--- config.mk ---
export PLATFORM = sky130hd
export DESIGN_NAME = rx_ring_frame_parser
export DESIGN_NICKNAME = d
export VERILOG_FILES = /design/src/rrfp_pkg.sv /design/src/rx_ring_frame_parser.sv /design/src/rrfp_hdr_check.sv
export SDC_FILE = /design/constraint.sdc
export NUM_CORES = 1
export LEC_CHECK = 0
export BUFFER_PORTS_ARGS = -buffer_cell sky130_fd_sc_hd__buf_2
export CORE_MARGIN = 5
export CORE_UTILIZATION = 60
export DETAILED_ROUTE_END_ITERATION = 16
export GPL_ROUTABILITY_DRIVEN = 0
export PLACE_DENSITY_LB_ADDON = 0.12
export REMOVE_ABC_BUFFERS = 1
export SLEW_MARGIN = 20
export SYNTH_ARGS = -nofsm -noshare
export SYNTH_HDL_FRONTEND = slang
export SYNTH_SLANG_ARGS = --single-unit
--- constraint.sdc ---
create_clock -name clk_i -period 12.03 [get_ports clk_i]
set_clock_uncertainty 0.1 [all_clocks]
set_input_delay 0.6015 -clock clk_i [delete_from_list [all_inputs] [get_ports clk_i]]
set_output_delay 0.6015 -clock clk_i [all_outputs]
set_load 0.01 [all_outputs]
--- src/rrfp_pkg.sv ---
// Shared types and constants for the receive ring frame parser.
// No dependencies; imported by rrfp_hdr_check, rx_ring_frame_parser, rrfp_checker and the testbench.
package rrfp_pkg;

  // Result kinds carried on the output channel
  typedef enum logic [1:0] {
    KIND_DATA      = 2'd0,
    KIND_DONE      = 2'd1,
    KIND_ERROR     = 2'd2,
    KIND_NOT_READY = 2'd3
  } kind_e;

  // Parser phase
  typedef enum logic {
    PH_HEADER = 1'b0,
    PH_BODY   = 1'b1
  } phase_e;

  // Header byte positions (little-endian status, then size)
  localparam logic [1:0] HdrStatusLo = 2'd0;
  localparam logic [1:0] HdrStatusHi = 2'd1;
  localparam logic [1:0] HdrSizeLo   = 2'd2;
  localparam logic [1:0] HdrSizeHi   = 2'd3;

  // Field widths fixed by the port list
  localparam int unsigned LenW    = 11;
  localparam int unsigned PtrW    = 16;
  localparam int unsigned RingOfsW = 13;

  // Ring geometry: a power of two, offset is the low bits of the pointer
  localparam int unsigned RingBytes = 8192;

  // Header checks
  localparam logic [15:0] SizeNotReady  = 16'hFFF0;
  localparam logic [5:0]  StatusOkBit   = 6'h01;
  localparam logic [5:0]  StatusBadBits = 6'h3E;
  localparam logic [15:0] MinFrame      = 16'd60;

  localparam logic [PtrW-1:0] CaprBias    = 16'd16;
  localparam logic [LenW-1:0] MaxLenReset = 11'd1514;

  // Header verdict and values derived from it
  typedef struct packed {
    logic        not_ready;
    logic        bad;
    logic [15:0] pkt_len;    // size minus CRC
    logic [15:0] body_last;  // index of the last byte after the header
    logic [15:0] ptr_next;   // read pointer after this frame
  } hdr_info_t;

endpackage

--- src/rx_ring_frame_parser.sv ---
// Receive ring frame parser top level: header parse, payload pass, done/error/not-ready.
// Depends on rrfp_pkg and rrfp_hdr_check.
//
//  channel  | signals                                   | dir | handshake
//  ---------+-------------------------------------------+-----+-------------
//  in       | ring_byte_i                               | in  | in_valid_i / in_ready_o
//  out      | kind_o data_o last_byte_o length_o        | out | out_valid_o / out_ready_i
//           | capr_o ring_offset_o                      |     |
//  cfg      | cfg_wdata_i (max_len)                     | in  | cfg_we_i, no wait
//
// One ring byte is taken per cycle; its result, if any, shows in the output
// register on the next cycle. Throughput is set by the single output register:
// a new byte is taken whenever that register is empty or is drained that cycle.
// A stall on out_ready_i stalls input only while a result is pending.
// Reset puts the parser in the header phase, pointer at 0, max_len at 1514.
module rx_ring_frame_parser #(
  parameter int unsigned MaxFrame = 1514
) (
  input  logic                        clk_i,
  input  logic                        rst_ni,
  input  logic                        cfg_we_i,
  input  logic [rrfp_pkg::LenW-1:0]   cfg_wdata_i,
  input  logic                        in_valid_i,
  output logic                        in_ready_o,
  input  logic [7:0]                  ring_byte_i,
  output logic                        out_valid_o,
  input  logic                        out_ready_i,
  output rrfp_pkg::kind_e             kind_o,
  output logic [7:0]                  data_o,
  output logic                        last_byte_o,
  output logic [rrfp_pkg::LenW-1:0]   length_o,
  output logic [rrfp_pkg::PtrW-1:0]   capr_o,
  output logic [rrfp_pkg::RingOfsW-1:0] ring_offset_o
);
  import rrfp_pkg::*;

  // Body index holds up to the last byte of a padded maximum frame
  localparam int unsigned CntW = $clog2(MaxFrame + 7);
  localparam int unsigned CmpW = (CntW > LenW) ? CntW : LenW;
  localparam logic [PtrW-1:0] RingMask = PtrW'(RingBytes - 1);

  // Control state
  phase_e               phase_q, phase_d;
  logic [1:0]           hdr_cnt_q, hdr_cnt_d;
  logic [CntW-1:0]      cnt_q, cnt_d;
  logic [PtrW-1:0]      rp_q, rp_d;
  logic [LenW-1:0]      max_len_q, max_len_d;
  logic                 out_valid_q, out_valid_d;

  // Frame payload state
  logic [5:0]           status_q, status_d;
  logic [7:0]           size_lo_q, size_lo_d;
  logic [CntW-1:0]      pkt_len_q, pkt_len_d;
  logic [CntW-1:0]      body_last_q, body_last_d;
  logic [PtrW-1:0]      ptr_pend_q, ptr_pend_d;

  // Output register
  kind_e                kind_q, kind_d;
  logic [7:0]           data_q, data_d;
  logic                 last_q, last_d;
  logic [LenW-1:0]      length_q, length_d;
  logic [PtrW-1:0]      capr_q, capr_d;
  logic [RingOfsW-1:0]  ofs_q, ofs_d;

  logic                 accept;
  hdr_info_t            info;
  logic [CmpW-1:0]      pkt_ext;
  logic [CmpW-1:0]      max_ext;
  logic [CmpW-1:0]      pkt_eff;
  logic [CmpW-1:0]      idx_ext;
  logic                 res_valid;

  assign in_ready_o = !out_valid_q || out_ready_i;
  assign accept     = in_valid_i && in_ready_o;

  rrfp_hdr_check #(
    .MaxFrame (MaxFrame)
  ) u_hdr_check (
    .status_i  (status_q),
    .size_lo_i (size_lo_q),
    .size_hi_i (ring_byte_i),
    .rd_ptr_i  (rp_q),
    .info_o    (info)
  );

  // Delivered length: frame payload clipped to the current buffer size
  assign pkt_ext = CmpW'(pkt_len_q);
  assign max_ext = CmpW'(max_len_q);
  assign pkt_eff = (pkt_ext > max_ext) ? max_ext : pkt_ext;
  assign idx_ext = CmpW'(cnt_q);

  // Next state and result
  always_comb begin
    phase_d     = phase_q;
    hdr_cnt_d   = hdr_cnt_q;
    cnt_d       = cnt_q;
    rp_d        = rp_q;
    max_len_d   = cfg_we_i ? cfg_wdata_i : max_len_q;
    status_d    = status_q;
    size_lo_d   = size_lo_q;
    pkt_len_d   = pkt_len_q;
    body_last_d = body_last_q;
    ptr_pend_d  = ptr_pend_q;
    res_valid   = 1'b0;
    kind_d      = KIND_DATA;
    data_d      = '0;
    last_d      = 1'b0;
    length_d    = '0;
    capr_d      = '0;
    ofs_d       = '0;

    if (accept) begin
      case (phase_q)
        PH_HEADER: begin
          case (hdr_cnt_q)
            HdrStatusLo: status_d  = ring_byte_i[5:0];
            HdrSizeLo:   size_lo_d = ring_byte_i;
            default: ;
          endcase
          if (hdr_cnt_q != HdrSizeHi) begin
            hdr_cnt_d = hdr_cnt_q + 2'd1;
          end else begin
            hdr_cnt_d = HdrStatusLo;
            if (info.not_ready) begin
              res_valid = 1'b1;
              kind_d    = KIND_NOT_READY;
            end else if (info.bad) begin
              rp_d      = '0;
              res_valid = 1'b1;
              kind_d    = KIND_ERROR;
              capr_d    = '0 - CaprBias;
            end else begin
              phase_d     = PH_BODY;
              cnt_d       = '0;
              pkt_len_d   = info.pkt_len[CntW-1:0];
              body_last_d = info.body_last[CntW-1:0];
              ptr_pend_d  = info.ptr_next;
            end
          end
        end
        PH_BODY: begin
          if (cnt_q == body_last_q) begin
            // Last consumed byte: report and move the pointer
            phase_d   = PH_HEADER;
            cnt_d     = '0;
            rp_d      = ptr_pend_q;
            res_valid = 1'b1;
            kind_d    = KIND_DONE;
            length_d  = LenW'(pkt_eff);
            capr_d    = ptr_pend_q - CaprBias;
            ofs_d     = RingOfsW'(ptr_pend_q & RingMask);
          end else begin
            cnt_d = cnt_q + 1'b1;
            if (idx_ext < pkt_eff) begin
              res_valid = 1'b1;
              kind_d    = KIND_DATA;
              data_d    = ring_byte_i;
              last_d    = ((idx_ext + 1'b1) == pkt_eff);
            end
          end
        end
        default: phase_d = PH_HEADER;
      endcase
    end

    // Output register: load on accept, drain on downstream take
    if (accept) begin
      out_valid_d = res_valid;
    end else if (out_ready_i) begin
      out_valid_d = 1'b0;
    end else begin
      out_valid_d = out_valid_q;
    end
  end

  // Control registers
  always_ff @(posedge clk_i or negedge rst_ni) begin
    if (!rst_ni) begin
      phase_q     <= PH_HEADER;
      hdr_cnt_q   <= HdrStatusLo;
      cnt_q       <= '0;
      rp_q        <= '0;
      max_len_q   <= MaxLenReset;
      out_valid_q <= 1'b0;
    end else begin
      phase_q     <= phase_d;
      hdr_cnt_q   <= hdr_cnt_d;
      cnt_q       <= cnt_d;
      rp_q        <= rp_d;
      max_len_q   <= max_len_d;
      out_valid_q <= out_valid_d;
    end
  end

  // Payload registers
  always_ff @(posedge clk_i) begin
    status_q    <= status_d;
    size_lo_q   <= size_lo_d;
    pkt_len_q   <= pkt_len_d;
    body_last_q <= body_last_d;
    ptr_pend_q  <= ptr_pend_d;
    if (accept) begin
      kind_q   <= kind_d;
      data_q   <= data_d;
      last_q   <= last_d;
      length_q <= length_d;
      capr_q   <= capr_d;
      ofs_q    <= ofs_d;
    end
  end

  assign out_valid_o   = out_valid_q;
  assign kind_o        = kind_q;
  assign data_o        = data_q;
  assign last_byte_o   = last_q;
  assign length_o      = length_q;
  assign capr_o        = capr_q;
  assign ring_offset_o = ofs_q;

  // Body index never runs past the frame's last byte
  a_cnt_bound: assert property (@(posedge clk_i) disable iff (!rst_ni)
    (phase_q == PH_BODY) |-> (cnt_q <= body_last_q))
    else $error("body index past last byte");

  // An error result always rewinds the pointer to the ring start
  a_err_rewind: assert property (@(posedge clk_i) disable iff (!rst_ni)
    (out_valid_q && kind_q == KIND_ERROR) |->
      (rp_q == '0 && capr_q == ('0 - CaprBias) && ofs_q == '0))
    else $error("error result without pointer rewind");

  // A done result reports the pointer the parser now holds
  a_done_ptr: assert property (@(posedge clk_i) disable iff (!rst_ni)
    (out_valid_q && kind_q == KIND_DONE) |->
      (capr_q == (rp_q - CaprBias) && ofs_q == RingOfsW'(rp_q & RingMask)))
    else $error("done pointer mismatch");

  // Last-byte flag only on payload items
  a_last_data: assert property (@(posedge clk_i) disable iff (!rst_ni)
    (out_valid_q && last_q) |-> (kind_q == KIND_DATA))
    else $error("last_byte on non-payload item");

  // A pending result is held while the receiver stalls and no input is accepted
  a_hold: assert property (@(posedge clk_i) disable iff (!rst_ni)
    (!accept && !out_ready_i && out_valid_q) |=> out_valid_q)
    else $error("pending result dropped");

endmodule

--- src/rrfp_hdr_check.sv ---
// Header classification for the receive ring frame parser.
// Depends on rrfp_pkg; works on the last header byte as it arrives.
module rrfp_hdr_check #(
  parameter int unsigned MaxFrame = 1514
) (
  input  logic [5:0]             status_i,
  input  logic [7:0]             size_lo_i,
  input  logic [7:0]             size_hi_i,
  input  logic [rrfp_pkg::PtrW-1:0] rd_ptr_i,
  output rrfp_pkg::hdr_info_t    info_o
);
  import rrfp_pkg::*;

  localparam logic [15:0] MaxSize = 16'(MaxFrame + 4);

  logic [15:0] size;
  logic [15:0] size_rnd;
  logic [15:0] ptr_sum;

  assign size = {size_hi_i, size_lo_i};

  // Size plus the 4-byte header plus 3; clearing the low two bits rounds up to a 4-byte boundary
  assign size_rnd = size + 16'd7;
  assign ptr_sum  = rd_ptr_i + size_rnd;

  always_comb begin
    info_o.not_ready = (size == SizeNotReady);
    info_o.bad       = ((status_i & StatusOkBit) == '0) ||
                       ((status_i & StatusBadBits) != '0) ||
                       (size < MinFrame) || (size > MaxSize);
    info_o.pkt_len   = size - 16'd4;
    info_o.body_last = {size_rnd[15:2], 2'b00} - 16'd5;
    info_o.ptr_next  = {ptr_sum[15:2], 2'b00};
  end

endmodule

==> impl_metrics.json, run 1 <==
{
  "cp-start-kind": "flop",
  "cts.clk_slew.worst_paths_ns": 0.06,
  "synth_ff_type": "edfxtp_1",
  "setup_viol": 0,
  "track_usage_pct": 23.5,
  "die_h_um": 120,
  "setup_ws_ns": 7.64,
  "rows": 40,
  "pwr-share-seq_pct": 40.8,
  "yosys-top-cells-count": "edfxtp_1, nand2_1, o21ai_0",
  "portBuffers": 72,
  "io_pins": 77,
  "synth_cell_types": 65,
  "cp_max_fo": 13,
  "maxUsedRoutingLayer": "met4",
  "synth_most_common_cell": "edfxtp_1",
  "syn_area_um2": 7290,
  "power_frac_comb_pct": 21.8,
  "overflow": 0,
  "vdd_drop_max_uv": 108,
  "outcome": "complete, no violations",
  "viasPerCell": 5.85,
  "cts-buffers-inserted": 17,
  "synthCells": 661,
  "cts_setup_buffers": 0,
  "cts_buffer_depth": 2,
  "synth_adder_area_share_pct": 7.98,
  "area_growth_pct": 14.4,
  "drt_iter0_markers": 585,
  "p_int_uw": 1080,
  "yosys_warnings": 0,
  "insertion_delay_ns": 0.43,
  "n_antenna_cell": 0,
  "route.detailed.drc": 0,
  "utilization_pct": 69.7,
  "min_period_ns": 4.39,
  "crit_path_cell_trace": "inv_1, ha_1, a211oi_1, nor2_1, a2111oi_4, nor2_4, mux2i_2, ha_1, nor2b_1, o21a_1, o21a_1, o21ai_0, nand2b_1, maj3_2, a21oi_4, nor4b_2",
  "fin_tns_setup_ns": 0,
  "synth_compound_area_share_pct": 9.60,
  "layout.nets": 796,
  "synth_top_family_by_area": "simple AND/OR/NAND/NOR gates",
  "hold_viol_final": 0,
  "synth_area_per_cell_um2": 11.0,
  "cp_slowest_cell": "dfstp_2",
  "power_switching_share_pct": 28.3,
  "dr.pass1.iters": 6,
  "dp_slack_ns": 7.68,
  "cp_top_family": "compound AO/OA/AOI/OAI gates",
  "cts.sink_count": 133,
  "yosys.area.top_type": "edfxtp_1",
  "avgRoutedWirePerCell_um": 18.0,
  "critPathRequiredTime_ns": 12.19,
  "num_vias": 5190,
  "grt_pass1_wl_mm": 26.5,
  "initial_core_util_pct": 60.9,
  "finalCritPeriodShare_pct": 36.5,
  "cts_tree": "done",
  "dp_cells": 855,
  "hold_path_class": "in2async",
  "path_buf_inv": 1,
  "met3_length_um": 951,
  "tightestPinTransition_ns": 0.818,
  "synth-simple-area-share_pct": 15.4,
  "grt_max_degree": 41,
  "synth_top_area_share_pct": 38.3,
  "arrival_ns": 4.55,
  "hold_buffers": 0,
  "powerDensity_nw_per_um2": 181,
  "crit_path_max_incr_delay_ns": 0.52,
  "cts_root_buf": "clkbuf_16",
  "ys_ff_latch": 133,
  "drt-met1-wl_mm": 7.22,
  "cts_max_level": 4,
  "detail-route-antenna-nets": 0,
  "slew_violations": 0,
  "switchingPower_uw": 428,
  "wirelength_mm": 15.9,
  "clkPwrFrac_pct": 37.3,
  "synthArstFlopShare_pct": 30.1,
  "maxCapViolCount": 0,
  "synth_edf_count": 93,
  "met2_length_mm": 7.49,
  "synth-xor-area-share_pct": 9.00,
  "drive_gt1_share_pct": 18.1,
  "maxSlewHeadroom_pct": 45.4,
  "rsz0062_at_grt": "false",
  "path_depth": 16,
  "core_area_um2": 12000,
  "reg2reg_depth": 16,
  "path_class": "reg2reg",
  "dp_hpwl_mm": 11.3,
  "dieArea_um2": 14400,
  "max_freq_mhz": 228,
  "leakagePower_uw": 0.00348,
  "endpoint_kind": "flop",
  "cts-resized-gates": 0,
  "antenna_found_initial": 0,
  "fin_cells": 887,
  "synth_area_leaders": "edfxtp_1, dfrtp_1, ha_1",
  "ys_seq_area_share_pct": 52.2,
  "die_width_um": 120,
  "muxShareOfSynthArea_pct": 2.03,
  "grt_pass1_vias": 5248
}
registers in the layout, summed over array words and instances (netlist names):
name and flops:
length_o 11, phase_q 1, body_last_q 9, ring_offset_o 11, out_valid_o 1, kind_o 2
rp_q 14, size_lo_q 8, pkt_ext 11, ptr_pend_q 14, data_o 8, max_ext 11
cnt_q 11, last_byte_o 1, hdr_cnt_q 2, capr_o 12, status_q 6
placed cells by master (no fill, tap or decap), drive strengths merged, types with 9 or more instances in the layout:
cell | netlist | final
nor2 | 46 | 46
xor2 | 27 | 27
nand2b | 9 | 9
clkbuf | 12 | 17
nor3 | 15 | 15
xnor2 | 47 | 47
buf | 18 | 74
and2 | 14 | 14
nor4 | 9 | 9
mux2i | 12 | 12
and3 | 16 | 16
ha | 44 | 44
edfxtp | 93 | 93
inv | 30 | 32
a21oi | 13 | 13
nand4 | 9 | 9
dfrtp | 33 | 33
nand3 | 17 | 17
o21ai | 65 | 65
nand2 | 68 | 68
layer usage:
layer  global-route usage [%]  vias to the layer above
li1                         -                     2479
met1                     31.9                     2523
met2                     36.5                      160
met3                     6.17                       28
met4                     8.52                        0
met5                        0                        -
layout make-up:
type                    count  area, µm²
clock inverters            15        210
inverters                  31        116
flip-flops and latches    133       3800
fillers                   860       3620
repair buffers             74        378
well taps                 147        184
multi-input cells         470       3220
clock buffers              17        425
cells by family after synthesis:
group,after synthesis
fa+ha+maj,46
compound gates,110
flops,133
buf+inv,61
simple gates,223
mux,13
other cells,1
xor+xnor,74
power groups by stage:
stage	combinational (µW)	clock (µW)	sequential (µW)
finish	330	563	617
global route	373	592	624
CTS	332	566	617
detailed placement	331	0	624
global placement	314	0	622
floorplan	218	0	633
path summary, 6_finish.rpt:
path	slack, ns	to	from
max in group asynchronous	11.35	hdr_cnt_q[0]$_DFFE_PN0P_	rst_ni
min	0.08	cnt_q[3]$_DFFE_PN0P_	rst_ni
max reg2reg	7.64	last_byte_o$_SDFFCE_PP0P_	max_ext[8]$_DFFE_PN1P_
min in group clk_i	0.29	max_ext[5]$_DFFE_PN1P_	cfg_wdata_i[5]
max	7.64	last_byte_o$_SDFFCE_PP0P_	max_ext[8]$_DFFE_PN1P_
min reg2reg	0.40	rp_q[10]$_DFFE_PN0P_	rp_q[10]$_DFFE_PN0P_
through the flow:
step | power, µW | cell area [µm²] | hold WS, ns
after detailed placement | 955 | 7700 | 0.389
after global routing | 1590 | 8340 | 0.114
after CTS | 1510 | 8330 | 0.276
final | 1510 | 8340 | 0.0769
after global placement | 936 | 7700 | 0.374
after floorplan | 851 | 7140 | 0.206
Power figures use the tool's default switching activity.
==> run 2: changes to the inputs <==
--- a/config.mk
+++ b/config.mk
@@ -5,9 +5,10 @@
 export SDC_FILE = /design/constraint.sdc
 export NUM_CORES = 1
 export LEC_CHECK = 0
+export ABC_AREA = 1
 export BUFFER_PORTS_ARGS = -buffer_cell sky130_fd_sc_hd__buf_2
 export CORE_MARGIN = 5
-export CORE_UTILIZATION = 60
+export CORE_UTILIZATION = 54
 export DETAILED_ROUTE_END_ITERATION = 16
 export GPL_ROUTABILITY_DRIVEN = 0
 export PLACE_DENSITY_LB_ADDON = 0.12
==> constraint.sdc (replaced) <==
create_clock -name clk_i -period 3.51 [get_ports clk_i]
set_clock_uncertainty 0.1 [all_clocks]
set_input_delay 0.1755 -clock clk_i [delete_from_list [all_inputs] [get_ports clk_i]]
set_output_delay 0.1755 -clock clk_i [all_outputs]
set_load 0.01 [all_outputs]
==> impl_metrics.json, run 2 <==
{
  "drt_iter0_markers": 531,
  "dp_cells": 1049,
  "synth_top_area_share_pct": 36.7,
  "avgRoutedWirePerCell_um": 16.7,
  "outcome": "complete, no violations",
  "max_freq_mhz": 292,
  "cts_root_buf": "clkbuf_16",
  "grt_max_degree": 41,
  "r2r_slack_ns": 0.08,
  "track_usage_pct": 22.3,
  "cts.clk_slew.worst_paths_ns": 0.06,
  "synth_area_per_cell_um2": 9.38,
  "cts-buffers-inserted": 17,
  "maxSlewHeadroom_pct": 47.9,
  "num_vias": 6121,
  "drive_gt1_share_pct": 22.4,
  "synth_ff_type": "edfxtp_1",
  "cp_top_family": "simple AND/OR/NAND/NOR gates",
  "path_depth": 18,
  "met3_length_mm": 1.44,
  "drt-met1-wl_mm": 7.94,
  "powerDensity_nw_per_um2": 500,
  "synth_most_common_cell": "nand2_1",
  "synthCells": 812,
  "cp_max_fo": 11,
  "endpoint": "data_o[1]$_SDFFCE_PP0P_",
  "crit_top_cell": "nand2_1",
  "io_pins": 77,
  "cts.sink_count": 133,
  "maxUsedRoutingLayer": "met4",
  "fin_cells": 1119,
  "yosys_warnings": 0,
  "finalCritPeriodShare_pct": 97.7,
  "route.detailed.drc": 0,
  "met2_length_mm": 8.91,
  "insertion_delay_ns": 0.42,
  "core_area_um2": 13900,
  "dr.pass1.iters": 5,
  "yosys-top-cells-count": "nand2_1, inv_1, edfxtp_1",
  "vdd_drop_max_uv": 323,
  "rows": 43,
  "leakagePower_uw": 0.00428,
  "crit_path_cell_trace": "inv_1, ha_4, nand2_1, inv_2, nand2_4, nor2_8, nand2_4, nand3_4, nand2_8, buf_4, nand2_1, nand2_1, ha_1, a21oi_1, nor2_1, a211oi_4, nand3_4, nor2_4",
  "initial_core_util_pct": 54.9,
  "cts_buffer_depth": 2,
  "hold_path_class": "in2reg",
  "n_antenna_cell": 0,
  "ys_seq_area_share_pct": 49.9,
  "wirelength_mm": 18.7,
  "die_width_um": 129,
  "die_h_um": 129,
  "setup_viol": 0,
  "min_period_ns": 3.43,
  "layout.nets": 995,
  "tightestPinTransition_ns": 0.781,
  "cp_slowest_cell": "dfstp_2",
  "nFillCells": 1108,
  "overflow": 0,
  "timing.rr.start": "max_ext[10]$_DFFE_PN1P_",
  "yosys.area.top_type": "edfxtp_1",
  "cp-start-kind": "flop",
  "startpoint": "max_ext[10]$_DFFE_PN1P_",
  "fin_tns_setup_ns": 0,
  "slew_violations": 0,
  "arrival_ns": 3.61,
  "synth_area_leaders": "edfxtp_1, dfrtp_1, nand2_1",
  "final_cell_mix": "nand2_1, inv_1, edfxtp_1, nor2_1, buf_2",
  "grt_pass1_vias": 5650,
  "syn_area_um2": 7620,
  "synth_cell_types": 55,
  "worstReg2RegEnd": "data_o[1]$_SDFFCE_PP0P_",
  "grt_pass1_wl_mm": 28.6,
  "crit_path_max_incr_delay_ns": 0.53,
  "portBuffers": 72,
  "path_class": "reg2reg",
  "cts_max_level": 4,
  "reg2reg_depth": 18,
  "synthArstFlopShare_pct": 30.1,
  "critPathRequiredTime_ns": 3.69,
  "cts_tree": "done",
  "area_growth_pct": 19.8,
  "antenna_found_initial": 0,
  "viasPerCell": 5.47,
  "ys_ff_latch": 133,
  "detail-route-antenna-nets": 0,
  "dp_hpwl_mm": 13.1,
  "final_common_cell": "nand2_1",
  "path_buf_inv": 3,
  "maxCapViolCount": 0,
  "synth_edf_count": 93,
  "hold_viol_final": 0,
  "endpoint_kind": "flop",
  "dieArea_um2": 16600
}
run 2: cell count changes after synthesis, moves of 10 or more:
cell     before  now
xnor2_1      47   10
nand2_1      67  164
o21ai_0      61   41
and2_1       14    0
nor2_1       45   77
o21ai_2       1   15
mux2i_1      10    0
a21oi_1       8   22
and3_1       16    0
xor2_1       26   38
inv_1        30  107
nand3_1      17   47
run 2: worst min-delay path by stage:
stage                               from                     end  slack (ns)  depth (start not counted)
after floorplan                   rst_ni    cnt_q[0]$_DFFE_PN0P_       -0.22                          0
after global placement    ring_byte_i[6]  size_lo_q[6]$_DFFE_PP_        0.28                          1
after detailed placement  ring_byte_i[6]  size_lo_q[6]$_DFFE_PP_        0.28                          1
after CTS                       cfg_we_i  max_ext[5]$_DFFE_PN1P_        0.02                          3
after global routing            cfg_we_i  max_ext[5]$_DFFE_PN1P_        0.06                          3
final                           cfg_we_i  max_ext[5]$_DFFE_PN1P_        0.04                          3
run 2: routing by layer:
metal  vias to the layer above  global-route usage, %
li1                       2902                      -
met1                      2920                   30.2
met2                       253                   35.3
met3                        46                   4.73
met4                         0                   8.40
met5                         -                      0
run 2: cell type report:
cell class | instances | area (µm²) | share of cell area, %
clock buffer | 25 | 497 | 5.44
clock inverter | 7 | 48.8 | 0.534
inverter | 117 | 439 | 4.81
multi-input combinational | 545 | 3400 | 37.3
sequential | 133 | 3800 | 41.6
tap | 180 | 225 | 2.47
timing repair buffer | 112 | 716 | 7.84
run 2: logic make-up (layout without fill, tap and decap cells):
logic type	after synthesis	after routing	synth area share, %
AND/OR/NAND/NOR	342	344	20.8
buffers and inverters	139	261	7.65
flip-flops	133	133	49.9
AO/OA/AOI/OAI	103	103	8.37
XOR/XNOR	49	49	5.73
adder cells (fa/ha/maj)	45	45	7.49
other	1	4	0.0492
run 2: metrics by stage:
step	util (%)	setup WS, ns	power (µW)	hold slack, ns	cell area (µm²)
5_1_grt	65.8	-0.0891	4790	0.0575	9130
3_5_place_dp	58.4	-0.0299	2830	0.276	8110
2_1_floorplan	-	-1.47	2550	-0.220	7490
4_1_cts	64.1	0.0653	4490	0.0235	8900
6_report	65.8	0.0812	4570	0.0430	9130
3_3_place_gp	58.4	0.175	2800	0.276	8110
run 2: tightest hold or removal path, delay by kind of cell:
kind,cells,cell delay [ns]
AND/OR/NAND/NOR,1,0.09
buffers and inverters,1,0.21
AO/OA/AOI/OAI,1,0.07
run 2: power breakdown:
group / switching [µW] / internal (µW)
clock: 651 / 980
combinational: 619 / 367
sequential: 118 / 1830
total: 1390 / 3180
run 2: repair_timing:
item / 4_1_cts / 5_1_grt
pin swaps: 0 / 9
resized for setup: 2 / 28
hold buffers: 21 / 0
buffers inserted: 2 / 13
setup endpoints to repair: 3 / 12
cloned: 0 / 2
hold endpoints to repair: 59 / 0
==> run 3: changes to the inputs <==
--- a/config.mk
+++ b/config.mk
@@ -9,9 +9,10 @@
 export BUFFER_PORTS_ARGS = -buffer_cell sky130_fd_sc_hd__buf_2
 export CORE_MARGIN = 5
 export CORE_UTILIZATION = 54
+export CTS_CLUSTER_SIZE = 40
 export DETAILED_ROUTE_END_ITERATION = 16
 export GPL_ROUTABILITY_DRIVEN = 0
-export PLACE_DENSITY_LB_ADDON = 0.12
+export PLACE_DENSITY_LB_ADDON = 0.1
 export REMOVE_ABC_BUFFERS = 1
 export SLEW_MARGIN = 20
 export SYNTH_ARGS = -nofsm -noshare
==> impl_metrics.json, run 3 (synthesized netlist as in run 2, its figures left out) <==
{
  "leakagePower_uw": 0.00430,
  "tightestPinTransition_ns": 0.810,
  "insertion_delay_ns": 0.42,
  "antenna_found_initial": 0,
  "grt.busiest_layer": "met2",
  "path_class": "reg2reg",
  "final_cell_mix": "nand2_1, inv_1, edfxtp_1, buf_2, nor2_1",
  "setup_viol": 0,
  "timing.rr.start": "max_ext[10]$_DFFE_PN1P_",
  "crit_path_max_incr_delay_ns": 0.53,
  "min_period_ns": 3.38,
  "num_vias": 5971,
  "portBuffers": 72,
  "arrival_ns": 3.57,
  "outcome": "complete, no violations",
  "grtUsageMet3_pct": 4.52,
  "cts.sink_count": 133,
  "avgRoutedWirePerCell_um": 16.6,
  "maxCapViolCount": 0,
  "hold_path_class": "in2reg",
  "viasPerCell": 5.34,
  "die_h_um": 129,
  "final_common_cell": "nand2_1",
  "drive_gt1_share_pct": 23.1,
  "cp-start-kind": "flop",
  "cts_root_buf": "clkbuf_16",
  "use_met2_pct": 36.0,
  "track_usage_pct": 22.6,
  "r2r_slack_ns": 0.13,
  "rows": 43,
  "vdd_drop_max_uv": 316,
  "drt_iter0_markers": 531,
  "worstReg2RegEnd": "data_o[6]$_SDFFCE_PP0P_",
  "area_growth_pct": 20.6,
  "cts_tree": "done",
  "cp_max_fo": 11,
  "utilization_pct": 66.2,
  "hold_viol_final": 0,
  "fin_cells": 1118,
  "max_freq_mhz": 296,
  "wirelength_mm": 18.5,
  "die_width_um": 129,
  "io_pins": 77,
  "cts_buffer_depth": 2,
  "maxSlewHeadroom_pct": 46.0,
  "cts_max_level": 4,
  "cp_slowest_cell": "dfstp_2",
  "startpoint": "max_ext[10]$_DFFE_PN1P_",
  "dieArea_um2": 16600,
  "overflow": 0,
  "cts.clk_slew.worst_paths_ns": 0.06,
  "n_antenna_cell": 0,
  "grt_use_met1_pct": 31.5,
  "grt_pass1_wl_mm": 29.3,
  "route.detailed.drc": 0,
  "dp_cells": 1051,
  "powerDensity_nw_per_um2": 517,
  "layout.nets": 994,
  "crit_path_cell_trace": "inv_1, ha_4, nand2_1, inv_2, nand2_4, nor2_8, nand2_4, nand3_4, nand2_8, buf_4, buf_4, nand2_2, nand2_1, ha_1, nand3_1, nand3_2, o21ai_1, inv_1, nand2_1, nand2_2, nand2_4, nand3_4, nor2_2",
  "dr.pass1.iters": 5,
  "grt_pass1_vias": 5777,
  "reg2reg_depth": 23,
  "grt_max_degree": 41,
  "critPathRequiredTime_ns": 3.69,
  "initial_core_util_pct": 54.9,
  "endpoint_kind": "flop",
  "detail-route-antenna-nets": 0,
  "slew_violations": 0,
  "dp_hpwl_mm": 12.9,
  "finalCritPeriodShare_pct": 96.3,
  "nFillCells": 1086,
  "core_area_um2": 13900,
  "endpoint": "data_o[6]$_SDFFCE_PP0P_",
  "cts-buffers-inserted": 17
}
==> run 3: report_power, final <==
group          leakage [µW]  internal, µW  switching, µW  total [µW]
Combinational       0.00266           372            625         997
Clock              0.000291          1120            689        1810
Sequential          0.00135          1830            117        1950
Total               0.00430          3320           1430        4750
==> run 3: area by class of cell <==
cell class                 count  area, µm²  share of cell area (%)
multi-input combinational    544       3400                    37.0
inverter                     117        439                    4.78
clock inverter                11        124                    1.35
clock buffer                  21        480                    5.23
timing repair buffer         112        719                    7.83
sequential                   133       3800                    41.4
tap                          180        225                    2.45
==> run 3: routing by layer <==
metal  part of all wire [%]  vias to the layer above
li1                       -                     2902
met3                    6.2                       33
met4                    1.7                        0
met1                     45                     2812
met2                     48                      224
met5                      0                        -
==> run 3: metrics by stage <==
stage	hold WS [ns]	TNS, ns	power [µW]	worst slack [ns]	cell area (µm²)
2_1_floorplan	-0.220	-51.33	2550	-1.47	7490
3_3_place_gp	0.269	0	2800	0.219	8120
3_5_place_dp	0.276	0	2840	0.0531	8120
4_1_cts	0.00954	0	4650	0.0700	8950
5_1_grt	0.0468	-0.0934	4970	-0.0395	9190
6_report	0.0240	0	4750	0.128	9190
==> run 3: what timing repair did <==
item                                    CTS  global route
cloned                                    0             1
endpoints found under the hold margin    59             0
gates resized for setup                   1            32
pin swaps                                 0             7
hold buffers                             21             0
buffers inserted                          0            13
endpoints found under the setup margin    1            12
==> run 3: critical path, delay by kind of cell, from the launching register on <==
kind | cells | cell delay, ns
AO/OA/AOI/OAI | 1 | 0.12
adder cells (fa/ha/maj) | 2 | 0.57
buffers and inverters | 5 | 0.51
flip-flops | 1 | 0.53
AND/OR/NAND/NOR | 15 | 1.40
==> run 3: worst min path at each step <==
| stage | from | to | slack [ns] | depth (start not counted) |
|---|---|---|---|---|
| 5_1_grt | cfg_we_i | max_ext[8]$_DFFE_PN1P_ | 0.05 | 3 |
| 4_1_cts | cfg_we_i | max_ext[8]$_DFFE_PN1P_ | 0.01 | 3 |
| 3_3_place_gp | ring_byte_i[6] | size_lo_q[6]$_DFFE_PP_ | 0.27 | 1 |
| 6_report | cfg_we_i | max_ext[8]$_DFFE_PN1P_ | 0.02 | 3 |
| 2_1_floorplan | rst_ni | cnt_q[0]$_DFFE_PN0P_ | -0.22 | 0 |
| 3_5_place_dp | ring_byte_i[6] | size_lo_q[6]$_DFFE_PP_ | 0.28 | 1 |
